`src/rtl/msr_pkg.sv`:
```
// Shared types, codes and constants for the modular square root block.
`timescale 1ns / 1ps
package msr_pkg;

  // Port data width and default datapath width.
  localparam int unsigned DATA_W = 32;
  localparam int unsigned WIDTH_DEF = 32;

  // Bound on the non-residue search and the width of its counter.
  localparam int unsigned ZSEARCH_LIMIT = 4096;
  localparam int unsigned CNT_W = $clog2(ZSEARCH_LIMIT + 1);

  typedef struct packed {
    logic [DATA_W-1:0] value;
    logic [DATA_W-1:0] modulus;
  } msr_in_t;

  typedef struct packed {
    logic [DATA_W-1:0] root;
    logic              found;
  } msr_out_t;

  // Datapath commands issued by the controller.
  typedef enum logic [4:0] {
    OP_NOP,
    OP_LOAD,
    OP_RED,
    OP_POW_N_HALF,
    OP_POW_N_QTR,
    OP_POW_Z_HALF,
    OP_POW_Z_Q,
    OP_POW_N_Q,
    OP_POW_N_Q1,
    OP_SET_R,
    OP_EXP_SHIFT,
    OP_MUL_RES,
    OP_MUL_BASE,
    OP_MUL_TT,
    OP_MUL_TPTP,
    OP_MUL_BB,
    OP_MUL_CBB,
    OP_MUL_TC,
    OP_MUL_RB,
    OP_QSPLIT_INIT,
    OP_QSHIFT,
    OP_Z_INIT,
    OP_Z_NEXT,
    OP_B_C,
    OP_OUT_FAIL,
    OP_OUT_ZERO,
    OP_OUT_PAR,
    OP_OUT_PW,
    OP_OUT_R
  } msr_op_e;

  // Controller states.
  typedef enum logic [3:0] {
    S_IDLE,
    S_CLASS,
    S_RED,
    S_RCHK,
    S_POW,
    S_POWSQ,
    S_POWSH,
    S_MULW,
    S_QS,
    S_ZCHK,
    S_LOOP,
    S_ICHK,
    S_KCHK,
    S_TC,
    S_RB,
    S_FIN
  } msr_state_e;

  // What a finished exponentiation feeds.
  typedef enum logic [2:0] {
    JOB_EULER,
    JOB_QTR,
    JOB_ZTEST,
    JOB_C,
    JOB_T,
    JOB_R
  } msr_job_e;

  // Which result beat to produce.
  typedef enum logic [2:0] {
    FIN_FAIL,
    FIN_ZERO,
    FIN_PAR,
    FIN_PW,
    FIN_R
  } msr_fin_e;

  // Datapath status seen by the controller.
  typedef struct packed {
    logic p_lt2;
    logic p_eq2;
    logic n_zero;
    logic p_mod4_3;
    logic red_done;
    logic res_one;
    logic res_pm1;
    logic exp_zero;
    logic exp_lsb;
    logic mul_busy;
    logic mul_done;
    logic q_even;
    logic z_ok;
    logic t_one;
    logic tp_one;
    logic i_lt_m;
    logic k_lt;
  } msr_sts_t;

endpackage

```
`src/rtl/modular_square_root_top.sv`:
```
// Top level of the Tonelli-Shanks modular square root block.
//
//  channel | direction | handshake               | beat
//  in      | input     | in_valid_i / in_stall_o | msr_in_t  (value, modulus)
//  out     | output    | out_valid_o/out_stall_i | msr_out_t (root, found)
//
// One item at a time; a modular multiply runs in the bit-serial multiplier, and an
// exponentiation takes up to 2*WIDTH multiplies.
// An item costs the bit-serial reduction and Euler's exponentiation, then one more for
// p = 3 mod 4, or one per non-residue candidate, three more and the refinement otherwise.
// Reset is asynchronous and clears only control state; no clearing pass is needed.
// A waiting result is held in the output register while the next item is taken.
`timescale 1ns / 1ps
module modular_square_root_top
  import msr_pkg::*;
#(
  parameter int unsigned WIDTH = WIDTH_DEF
) (
  input  logic     clk_i,
  input  logic     rst_ni,
  input  logic     in_valid_i,
  output logic     in_stall_o,
  input  msr_in_t  in_data_i,
  output logic     out_valid_o,
  input  logic     out_stall_i,
  output msr_out_t out_data_o
);

  msr_op_e  cmd;
  msr_sts_t sts;

  // Sequencer.
  msr_ctrl u_ctrl (
    .clk_i      (clk_i),
    .rst_ni     (rst_ni),
    .in_valid_i (in_valid_i),
    .in_stall_o (in_stall_o),
    .out_valid_o(out_valid_o),
    .out_stall_i(out_stall_i),
    .sts_i      (sts),
    .cmd_o      (cmd)
  );

  // Arithmetic and operand storage.
  msr_datapath #(
    .WIDTH(WIDTH)
  ) u_datapath (
    .clk_i     (clk_i),
    .rst_ni    (rst_ni),
    .cmd_i     (cmd),
    .in_data_i (in_data_i),
    .sts_o     (sts),
    .out_data_o(out_data_o)
  );

endmodule

```
`src/rtl/msr_mulmod.sv`:
```
// Bit-serial modular multiplier: shift-and-add with a conditional subtract per step.
`timescale 1ns / 1ps
module msr_mulmod
  import msr_pkg::*;
#(
  parameter int unsigned WIDTH = WIDTH_DEF
) (
  input  logic             clk_i,
  input  logic             rst_ni,
  input  logic             start_i,
  input  logic [WIDTH-1:0] a_i,
  input  logic [WIDTH-1:0] b_i,
  input  logic [WIDTH-1:0] m_i,
  output logic             busy_o,
  output logic             done_o,
  output logic [WIDTH-1:0] prod_o
);

  logic [WIDTH-1:0] a_q, a_d, b_q, b_d, acc_q, acc_d;
  logic             busy_q, busy_d, done_q, done_d;
  logic [WIDTH:0]   sum_acc, sum_dbl;

  // Both additions of one step, each reduced by a single compare and subtract.
  always_comb begin
    sum_acc = {1'b0, acc_q} + {1'b0, a_q};
    sum_dbl = {1'b0, a_q} + {1'b0, a_q};
    if (sum_acc >= {1'b0, m_i}) begin
      sum_acc = sum_acc - {1'b0, m_i};
    end
    if (sum_dbl >= {1'b0, m_i}) begin
      sum_dbl = sum_dbl - {1'b0, m_i};
    end
  end

  // One multiplier bit per cycle until the multiplier runs out.
  always_comb begin
    a_d    = a_q;
    b_d    = b_q;
    acc_d  = acc_q;
    busy_d = busy_q;
    done_d = 1'b0;
    if (start_i) begin
      a_d    = a_i;
      b_d    = b_i;
      acc_d  = '0;
      busy_d = 1'b1;
    end else if (busy_q) begin
      if (b_q == '0) begin
        busy_d = 1'b0;
        done_d = 1'b1;
      end else begin
        if (b_q[0]) begin
          acc_d = sum_acc[WIDTH-1:0];
        end
        a_d = sum_dbl[WIDTH-1:0];
        b_d = b_q >> 1;
      end
    end
  end

  always_ff @(posedge clk_i or negedge rst_ni) begin
    if (!rst_ni) begin
      busy_q <= 1'b0;
      done_q <= 1'b0;
    end else begin
      busy_q <= busy_d;
      done_q <= done_d;
    end
  end

  always_ff @(posedge clk_i) begin
    a_q   <= a_d;
    b_q   <= b_d;
    acc_q <= acc_d;
  end

  assign busy_o = busy_q;
  assign done_o = done_q;
  assign prod_o = acc_q;

endmodule

```
`src/rtl/msr_datapath.sv`:
```
// Datapath: operand registers, reduction step, exponent registers and the multiplier.
`timescale 1ns / 1ps
module msr_datapath
  import msr_pkg::*;
#(
  parameter int unsigned WIDTH = WIDTH_DEF
) (
  input  logic     clk_i,
  input  logic     rst_ni,
  input  msr_op_e  cmd_i,
  input  msr_in_t  in_data_i,
  output msr_sts_t sts_o,
  output msr_out_t out_data_o
);

  localparam int unsigned SW = $clog2(WIDTH + 1);
  localparam int unsigned XW = (WIDTH > DATA_W) ? WIDTH : DATA_W;

  logic [WIDTH-1:0] nraw_q, n_q, p_q, q_q, z_q;
  logic [WIDTH-1:0] c_q, t_q, r_q, tp_q, b_q;
  logic [WIDTH-1:0] pb_q, pe_q, pr_q;
  logic [SW-1:0]    rcnt_q, s_q, m_q, i_q, k_q;
  logic [CNT_W-1:0] cnt_q;
  msr_op_e          dst_q;
  logic [DATA_W-1:0] root_q;
  logic             found_q;

  logic [WIDTH:0]   red_cat, red_sub;
  logic [WIDTH-1:0] half, qtr, q1;
  logic [WIDTH:0]   qtr_w, q1_w;
  logic [SW:0]      kim;
  logic             mul_start, mul_busy, mul_done;
  logic [WIDTH-1:0] mul_a, mul_b, prod;
  logic [XW-1:0]    pr_x, r_x;

  // Exponents derived from the modulus and its odd part.
  always_comb begin
    half    = (p_q - WIDTH'(1)) >> 1;
    qtr_w   = ({1'b0, p_q} + (WIDTH+1)'(1)) >> 2;
    qtr     = qtr_w[WIDTH-1:0];
    q1_w    = ({1'b0, q_q} + (WIDTH+1)'(1)) >> 1;
    q1      = q1_w[WIDTH-1:0];
    red_cat = {n_q, nraw_q[WIDTH-1]};
    red_sub = red_cat - {1'b0, p_q};
    kim     = {1'b0, k_q} + {1'b0, i_q} + (SW+1)'(1);
    pr_x    = XW'(pr_q);
    r_x     = XW'(r_q);
  end

  // Multiplier operand selection.
  always_comb begin
    mul_start = 1'b1;
    mul_a     = '0;
    mul_b     = '0;
    case (cmd_i)
      OP_MUL_RES:  begin mul_a = pr_q; mul_b = pb_q; end
      OP_MUL_BASE: begin mul_a = pb_q; mul_b = pb_q; end
      OP_MUL_TT:   begin mul_a = t_q;  mul_b = t_q;  end
      OP_MUL_TPTP: begin mul_a = tp_q; mul_b = tp_q; end
      OP_MUL_BB:   begin mul_a = b_q;  mul_b = b_q;  end
      OP_MUL_CBB:  begin mul_a = b_q;  mul_b = b_q;  end
      OP_MUL_TC:   begin mul_a = t_q;  mul_b = c_q;  end
      OP_MUL_RB:   begin mul_a = r_q;  mul_b = b_q;  end
      default:     mul_start = 1'b0;
    endcase
  end

  msr_mulmod #(
    .WIDTH(WIDTH)
  ) u_mulmod (
    .clk_i  (clk_i),
    .rst_ni (rst_ni),
    .start_i(mul_start),
    .a_i    (mul_a),
    .b_i    (mul_b),
    .m_i    (p_q),
    .busy_o (mul_busy),
    .done_o (mul_done),
    .prod_o (prod)
  );

  // Command execution and multiplier write-back.
  always_ff @(posedge clk_i) begin
    if (mul_start) begin
      dst_q <= cmd_i;
    end
    if (mul_done) begin
      case (dst_q)
        OP_MUL_RES:  pr_q <= prod;
        OP_MUL_BASE: pb_q <= prod;
        OP_MUL_TT:   tp_q <= prod;
        OP_MUL_TPTP: tp_q <= prod;
        OP_MUL_BB:   b_q  <= prod;
        OP_MUL_CBB:  c_q  <= prod;
        OP_MUL_TC:   t_q  <= prod;
        OP_MUL_RB:   r_q  <= prod;
        default:     ;
      endcase
    end
    case (cmd_i)
      OP_LOAD: begin
        nraw_q <= WIDTH'(in_data_i.value);
        p_q    <= WIDTH'(in_data_i.modulus);
        n_q    <= '0;
        rcnt_q <= '0;
      end
      OP_RED: begin
        n_q    <= (red_cat >= {1'b0, p_q}) ? red_sub[WIDTH-1:0] : red_cat[WIDTH-1:0];
        nraw_q <= nraw_q << 1;
        rcnt_q <= rcnt_q + SW'(1);
      end
      OP_POW_N_HALF: begin pb_q <= n_q; pe_q <= half; pr_q <= WIDTH'(1); end
      OP_POW_N_QTR:  begin pb_q <= n_q; pe_q <= qtr;  pr_q <= WIDTH'(1); end
      OP_POW_Z_HALF: begin pb_q <= z_q; pe_q <= half; pr_q <= WIDTH'(1); end
      OP_POW_Z_Q: begin
        pb_q <= z_q; pe_q <= q_q; pr_q <= WIDTH'(1);
        m_q  <= s_q;
      end
      OP_POW_N_Q: begin
        c_q  <= pr_q;
        pb_q <= n_q; pe_q <= q_q; pr_q <= WIDTH'(1);
      end
      OP_POW_N_Q1: begin
        t_q  <= pr_q;
        pb_q <= n_q; pe_q <= q1; pr_q <= WIDTH'(1);
      end
      OP_SET_R:       r_q  <= pr_q;
      OP_EXP_SHIFT:   pe_q <= pe_q >> 1;
      OP_MUL_TT:      i_q  <= SW'(1);
      OP_MUL_TPTP:    i_q  <= i_q + SW'(1);
      OP_MUL_BB:      k_q  <= k_q + SW'(1);
      OP_MUL_CBB:     m_q  <= i_q;
      OP_QSPLIT_INIT: begin q_q <= p_q - WIDTH'(1); s_q <= '0; end
      OP_QSHIFT:      begin q_q <= q_q >> 1; s_q <= s_q + SW'(1); end
      OP_Z_INIT:      begin z_q <= WIDTH'(2); cnt_q <= '0; end
      OP_Z_NEXT:      begin z_q <= z_q + WIDTH'(1); cnt_q <= cnt_q + CNT_W'(1); end
      OP_B_C:         begin b_q <= c_q; k_q <= '0; end
      OP_OUT_FAIL:    begin root_q <= '0; found_q <= 1'b0; end
      OP_OUT_ZERO:    begin root_q <= '0; found_q <= 1'b1; end
      OP_OUT_PAR:     begin root_q <= DATA_W'(nraw_q[0]); found_q <= 1'b1; end
      OP_OUT_PW:      begin root_q <= pr_x[DATA_W-1:0]; found_q <= 1'b1; end
      OP_OUT_R:       begin root_q <= r_x[DATA_W-1:0]; found_q <= 1'b1; end
      default:        ;
    endcase
  end

  // Status flags for the controller.
  always_comb begin
    sts_o.p_lt2    = p_q < WIDTH'(2);
    sts_o.p_eq2    = p_q == WIDTH'(2);
    sts_o.n_zero   = n_q == '0;
    sts_o.p_mod4_3 = p_q[1:0] == 2'b11;
    sts_o.red_done = rcnt_q == SW'(WIDTH);
    sts_o.res_one  = pr_q == WIDTH'(1);
    sts_o.res_pm1  = pr_q == (p_q - WIDTH'(1));
    sts_o.exp_zero = pe_q == '0;
    sts_o.exp_lsb  = pe_q[0];
    sts_o.mul_busy = mul_busy;
    sts_o.mul_done = mul_done;
    sts_o.q_even   = (q_q != '0) && !q_q[0];
    sts_o.z_ok     = (cnt_q < CNT_W'(ZSEARCH_LIMIT)) && (z_q < p_q);
    sts_o.t_one    = t_q == WIDTH'(1);
    sts_o.tp_one   = tp_q == WIDTH'(1);
    sts_o.i_lt_m   = i_q < m_q;
    sts_o.k_lt     = kim < {1'b0, m_q};
  end

  assign out_data_o.root  = root_q;
  assign out_data_o.found = found_q;

endmodule

```
`src/rtl/msr_ctrl.sv`:
```
// Controller: sequences reduction, exponentiations, non-residue search and refinement.
`timescale 1ns / 1ps
module msr_ctrl
  import msr_pkg::*;
(
  input  logic     clk_i,
  input  logic     rst_ni,
  input  logic     in_valid_i,
  output logic     in_stall_o,
  output logic     out_valid_o,
  input  logic     out_stall_i,
  input  msr_sts_t sts_i,
  output msr_op_e  cmd_o
);

  msr_state_e state_q, state_d, ret_q, ret_d;
  msr_job_e   job_q, job_d;
  msr_fin_e   fin_q, fin_d;
  logic       out_valid_q, out_valid_d;
  logic       fire;

  // Next state and datapath command.
  always_comb begin
    state_d     = state_q;
    ret_d       = ret_q;
    job_d       = job_q;
    fin_d       = fin_q;
    cmd_o       = OP_NOP;
    fire        = 1'b0;
    out_valid_d = out_valid_q && out_stall_i;
    case (state_q)
      S_IDLE: begin
        if (in_valid_i) begin
          cmd_o   = OP_LOAD;
          state_d = S_CLASS;
        end
      end
      S_CLASS: begin
        if (sts_i.p_lt2) begin
          fin_d = FIN_FAIL; state_d = S_FIN;
        end else if (sts_i.p_eq2) begin
          fin_d = FIN_PAR; state_d = S_FIN;
        end else begin
          state_d = S_RED;
        end
      end
      S_RED: begin
        if (sts_i.red_done) begin
          state_d = S_RCHK;
        end else begin
          cmd_o = OP_RED;
        end
      end
      S_RCHK: begin
        if (sts_i.n_zero) begin
          fin_d = FIN_ZERO; state_d = S_FIN;
        end else begin
          cmd_o = OP_POW_N_HALF; job_d = JOB_EULER; state_d = S_POW;
        end
      end
      S_POW: begin
        if (!sts_i.exp_zero) begin
          if (sts_i.exp_lsb) begin
            cmd_o = OP_MUL_RES; ret_d = S_POWSQ; state_d = S_MULW;
          end else begin
            state_d = S_POWSQ;
          end
        end else begin
          case (job_q)
            JOB_EULER: begin
              if (!sts_i.res_one) begin
                fin_d = FIN_FAIL; state_d = S_FIN;
              end else if (sts_i.p_mod4_3) begin
                cmd_o = OP_POW_N_QTR; job_d = JOB_QTR;
              end else begin
                cmd_o = OP_QSPLIT_INIT; state_d = S_QS;
              end
            end
            JOB_QTR: begin
              fin_d = FIN_PW; state_d = S_FIN;
            end
            JOB_ZTEST: begin
              if (sts_i.res_pm1) begin
                cmd_o = OP_POW_Z_Q; job_d = JOB_C;
              end else begin
                cmd_o = OP_Z_NEXT; state_d = S_ZCHK;
              end
            end
            JOB_C: begin
              cmd_o = OP_POW_N_Q; job_d = JOB_T;
            end
            JOB_T: begin
              cmd_o = OP_POW_N_Q1; job_d = JOB_R;
            end
            default: begin
              cmd_o = OP_SET_R; state_d = S_LOOP;
            end
          endcase
        end
      end
      S_POWSQ: begin
        cmd_o = OP_MUL_BASE; ret_d = S_POWSH; state_d = S_MULW;
      end
      S_POWSH: begin
        cmd_o = OP_EXP_SHIFT; state_d = S_POW;
      end
      S_MULW: begin
        if (sts_i.mul_done) begin
          state_d = ret_q;
        end
      end
      S_QS: begin
        if (sts_i.q_even) begin
          cmd_o = OP_QSHIFT;
        end else begin
          cmd_o = OP_Z_INIT; state_d = S_ZCHK;
        end
      end
      S_ZCHK: begin
        if (sts_i.z_ok) begin
          cmd_o = OP_POW_Z_HALF; job_d = JOB_ZTEST; state_d = S_POW;
        end else begin
          fin_d = FIN_FAIL; state_d = S_FIN;
        end
      end
      S_LOOP: begin
        if (sts_i.t_one) begin
          fin_d = FIN_R; state_d = S_FIN;
        end else begin
          cmd_o = OP_MUL_TT; ret_d = S_ICHK; state_d = S_MULW;
        end
      end
      S_ICHK: begin
        if (!sts_i.i_lt_m) begin
          fin_d = FIN_FAIL; state_d = S_FIN;
        end else if (!sts_i.tp_one) begin
          cmd_o = OP_MUL_TPTP; ret_d = S_ICHK; state_d = S_MULW;
        end else begin
          cmd_o = OP_B_C; state_d = S_KCHK;
        end
      end
      S_KCHK: begin
        if (sts_i.k_lt) begin
          cmd_o = OP_MUL_BB; ret_d = S_KCHK;
        end else begin
          cmd_o = OP_MUL_CBB; ret_d = S_TC;
        end
        state_d = S_MULW;
      end
      S_TC: begin
        cmd_o = OP_MUL_TC; ret_d = S_RB; state_d = S_MULW;
      end
      S_RB: begin
        cmd_o = OP_MUL_RB; ret_d = S_LOOP; state_d = S_MULW;
      end
      S_FIN: begin
        if (!out_valid_q || !out_stall_i) begin
          fire        = 1'b1;
          out_valid_d = 1'b1;
          state_d     = S_IDLE;
          case (fin_q)
            FIN_ZERO: cmd_o = OP_OUT_ZERO;
            FIN_PAR:  cmd_o = OP_OUT_PAR;
            FIN_PW:   cmd_o = OP_OUT_PW;
            FIN_R:    cmd_o = OP_OUT_R;
            default:  cmd_o = OP_OUT_FAIL;
          endcase
        end
      end
      default: state_d = S_IDLE;
    endcase
  end

  always_ff @(posedge clk_i or negedge rst_ni) begin
    if (!rst_ni) begin
      state_q     <= S_IDLE;
      ret_q       <= S_IDLE;
      job_q       <= JOB_EULER;
      fin_q       <= FIN_FAIL;
      out_valid_q <= 1'b0;
    end else begin
      state_q     <= state_d;
      ret_q       <= ret_d;
      job_q       <= job_d;
      fin_q       <= fin_d;
      out_valid_q <= out_valid_d;
    end
  end

  assign in_stall_o  = state_q != S_IDLE;
  assign out_valid_o = out_valid_q;

  // A multiply only completes while the controller is waiting for it.
  a_done_in_wait: assert property (@(posedge clk_i) disable iff (!rst_ni)
    sts_i.mul_done |-> state_q == S_MULW)
    else $error("multiplier finished outside the wait state");

  // The multiplier is quiet whenever no item is in flight.
  a_idle_quiet: assert property (@(posedge clk_i) disable iff (!rst_ni)
    state_q == S_IDLE |-> !sts_i.mul_busy)
    else $error("multiplier busy while idle");

  // A finished item always shows up as a result beat.
  a_fire_valid: assert property (@(posedge clk_i) disable iff (!rst_ni)
    fire |=> out_valid_q)
    else $error("result beat lost");

endmodule

```
`config.mk`:
```
export PLATFORM = sky130hd
export DESIGN_NAME = modular_square_root_top
export DESIGN_NICKNAME = d
export VERILOG_FILES = /design/src/rtl/msr_pkg.sv /design/src/rtl/modular_square_root_top.sv /design/src/rtl/msr_mulmod.sv /design/src/rtl/msr_datapath.sv /design/src/rtl/msr_ctrl.sv
export SDC_FILE = /design/constraint.sdc
export NUM_CORES = 2
export LEC_CHECK = 0
export ABC_AREA = 1
export BUFFER_PORTS_ARGS = -buffer_cell sky130_fd_sc_hd__clkbuf_2
export CORE_AREA = 2 2 274 276
export CTS_CLUSTER_SIZE = 12
export DETAILED_ROUTE_END_ITERATION = 10
export DIE_AREA = 0 0 276 278
export GPL_TIMING_DRIVEN = 0
export PLACE_DENSITY = 0.71
export SKIP_LAST_GASP = 1
export SLEW_MARGIN = 25
export SYNTH_ARGS = -nofsm -noshare
export SYNTH_HDL_FRONTEND = slang
export SYNTH_SLANG_ARGS = --single-unit
```
`constraint.sdc`:
```
create_clock -name clk_i -period 13.2 [get_ports clk_i]
set_clock_uncertainty 0.1 [all_clocks]
set_input_delay 1.98 -clock clk_i [delete_from_list [all_inputs] [get_ports clk_i]]
set_output_delay 1.98 -clock clk_i [all_outputs]
set_load 0.01 [all_outputs]
```
==> flow_summary.ini <==
[logic_synthesis]
yosys_most_used_dff = edfxtp_1
synthesis.nets = 5340
post_synth_inst_count = 5080
avgSynthCellArea_um2 = 7.898
synth_edf_count = 529
seq_area_frac_synth_pct = 43.85
async_flop_share_pct = 2.787
netlist_area_um2 = 40120
yosysWarnings = 0
synth_cell_types = 60
synth_seq_cells = 610

[drt]
vias_per_cell = 6.336
first_iter_violations = 5754
ant_nets = 0
highest_layer = met5
routedWlPerCell_um = 27.13
wl_met2_um = 70620
drtPass1Iterations = 11
wl_um = 170900
num_vias = 39920
m1WireLength_um = 64380
dr_wl_met3_um = 23640
drc = 10

[setup_path]
rr_endpoint = u_datapath.u_mulmod.prod_o[28]$_SDFFE_PN0P_
regToRegStartpoint = u_datapath.u_mulmod.prod_o[3]$_SDFFE_PN0P_
critical-path-slowest-cell = dfxtp_1
r2r_cells = 23
crit_top_cell = a21oi_1
cp_top_family = compound AO/OA/AOI/OAI gates
start_kind = register
r2r_setup_slack_ns = 6.85
worstSetupEndpoint = u_datapath.u_mulmod.prod_o[28]$_SDFFE_PN0P_
worstSetupPathType = reg2reg
critical_path.startpoint = u_datapath.u_mulmod.prod_o[3]$_SDFFE_PN0P_
crit_chain = ha_1 -> a21oi_1 -> o21ai_1 -> a21oi_1 -> o21bai_1 -> a21boi_0 -> o21ai_0 -> a21oi_1 -> xor2_1 -> inv_1 -> ha_1 -> nand2_1 -> nor2_1 -> inv_1 -> nor4_1 -> nand3_1 -> o2111ai_1 -> inv_1 -> nand2_1 -> clkbuf_1 -> nand3b_1 -> nand3_1 -> a21oi_1
arrival_ns = 6.74
cp.required_ns = 13.59
critPathBufInv = 4
critPathCaptureType = register
cp_num_cells = 23
path_max_fanout = 10
slowest_delay_ns = 0.74

[clock_tree]
clock_latency_ns = 0.67
postCtsSetupRepairBufs = 0
tritoncts = yes
cts_inserted_buffers = 69
hold_buffers = 0
root_buffer = clkbuf_16
clk_path_buf_depth = 3
ctsResizeCount = 0
htree_levels = 3
clk_pin_slew_ns = 0.06
cts_sinks = 610

[floorplan]
die_h_um = 278
ioPinCount = 103
die_area_um2 = 76730
rows = 100
initial_core_util_pct = 54.35
die_w_um = 276
coreArea_um2 = 73820

[flow_run]
maxCapViolCount = 0

[sta]
tightest_slew_ns = 1.134
hold_viol_final = 0
slew_viol_final = 0
tns_ns = 0
fmax_mhz = 157.6
rsz0062_at_grt = false
max_slew_margin_pct = 24.38
finalCritPeriodShare_pct = 48.07
setup_ws_ns = 6.855
timing.final.crit_period_ns = 6.345
setup_violations = 0

[global_routing]
grt_pass1_vias = 36960
grt_pass1_wl_um = 243700
grt_overflow = 0
antenna_found_initial = 14
grt_usage_pct = 43.54
grt_start_max_net_pins = 50

[power]
powerDensity_nw_per_um2 = 281.5
p_leak_nw = 18.65
ir_drop_mv = 0.3972

[run_status]
violations = design-rule violations
status = finished, violations left

[layout]
area_delta_synth_final_pct = 11.05
fin_util_pct = 60.36
final_common_cell = nand2_1
design_area_um2 = 44560
final_nets = 5533
drive_gt1_share_pct = 6.385
layout.cells.non_filler = 6300
final_cell_mix = 1467 x nand2_1, 529 x edfxtp_1, 505 x nor2_1, 406 x inv_1, 345 x o21ai_0
fillers = 6738

[placed_design]
dp_hpwl_um = 132200
numPortBuffers = 102
placed_cell_area_um2 = 42270
dpl_worst_slack_ns = 7.128
place_congestion = 1.056
place_inst = 6170

[min_path]
hold_class = reg2reg
min_path_cells = 2
## report_power, final
| group | internal [mW] | switching, mW |
|---|---|---|
| Sequential | 2.93 | 0.770 |
| Clock | 1.09 | 0.857 |
| Combinational | 2.22 | 4.68 |
## routing by layer
metal  vias up  track usage [%]
met4         8            26.68
met1     18540            57.33
met3       611            12.34
met2      2887            63.68
met5         -                0
li1      17870                -
## cells in the mapped netlist, types with 11 or more instances
cell       number  area [um2]
a221oi_1       68       595.6
dfxtp_1        64        1281
o21a_1         16       120.1
o21ai_0       346        1732
mux2i_1        11       110.1
nand4_1        82       513.0
nor4_1         50       312.8
o211ai_1       17       127.6
edfxtp_1      529       15890
clkbuf_1      110       412.9
a22oi_1        13       97.59
nor2_1        508        1907
nand2_1      1474        5533
inv_1         408        1531
a21oi_1       294        1471
a31oi_1        16       100.1
o21ai_1        79       395.4
ha_1          187        2340
xor2_1        126        1104
nor3_1         75       375.4
a21o_1         15       112.6
nor3b_1        20       150.1
buf_2          38       190.2
o2111ai_1      23       201.4
dfrtp_1        17       425.4
o21bai_1       13       97.59
xnor2_1        68       595.6
nand3_1       289        1446
## kinds of logic after synthesis
| kind of cell | share of synthesized area (%) |
|---|---|
| AND/OR/NAND/NOR | 26.55 |
| AO/OA/AOI/OAI | 13.22 |
| flip-flops | 43.85 |
| buffers and inverters | 5.791 |
| XOR/XNOR | 4.235 |
| adder cells (fa/ha/maj) | 6.081 |
| multiplexers | 0.2744 |
## through the flow
step / hold slack, ns / total power, mW
after floorplan: 0.3419 / 7.957
after global placement: 0.3911 / 10.18
after detailed placement: 0.3973 / 10.28
after CTS: 0.4056 / 12.22
after global routing: 0.4335 / 13.23
final: 0.4047 / 12.54
## worst min path at each step
stage / from / endpoint
6_report: u_datapath.nraw_q[14]$_DFFE_PP_ / u_datapath.nraw_q[15]$_DFFE_PP_
2_1_floorplan: u_ctrl.ret_q[1]$_DFFE_PN0P_ / u_ctrl.ret_q[1]$_DFFE_PN0P_
5_1_grt: u_datapath.nraw_q[16]$_DFFE_PP_ / u_datapath.nraw_q[17]$_DFFE_PP_
3_3_place_gp: u_datapath.nraw_q[6]$_DFFE_PP_ / u_datapath.nraw_q[7]$_DFFE_PP_
4_1_cts: u_datapath.nraw_q[14]$_DFFE_PP_ / u_datapath.nraw_q[15]$_DFFE_PP_
3_5_place_dp: u_datapath.nraw_q[14]$_DFFE_PP_ / u_datapath.nraw_q[15]$_DFFE_PP_
## area by class of cell
cell class	count	area [um2]	area share, %
clock inverters	26	344.1	0.7723
inverters	422	1584	3.555
repair buffers	122	853.3	1.915
flip-flops and latches	610	17590	39.48
plain buffers	170	742.0	1.665
diodes	6	15.01	0.03370
clock buffers	97	1912	4.291
multi-input cells	3878	20300	45.56
well taps	969	1212	2.721
## worst register-to-register path: stages (launching register included)
cell	delay (ns)
dfxtp_1	0.74
ha_1	0.41
a21oi_1	0.22
o21ai_1	0.08
a21oi_1	0.34
o21bai_1	0.22
a21boi_0	0.52
o21ai_0	0.27
a21oi_1	0.21
xor2_1	0.24
inv_1	0.10
ha_1	0.36
nand2_1	0.11
nor2_1	0.09
inv_1	0.08
nor4_1	0.42
nand3_1	0.24
o2111ai_1	0.19
inv_1	0.06
nand2_1	0.31
clkbuf_1	0.49
nand3b_1	0.21
nand3_1	0.14
a21oi_1	0.08
Note: power is estimated with default switching activity, not from simulation.
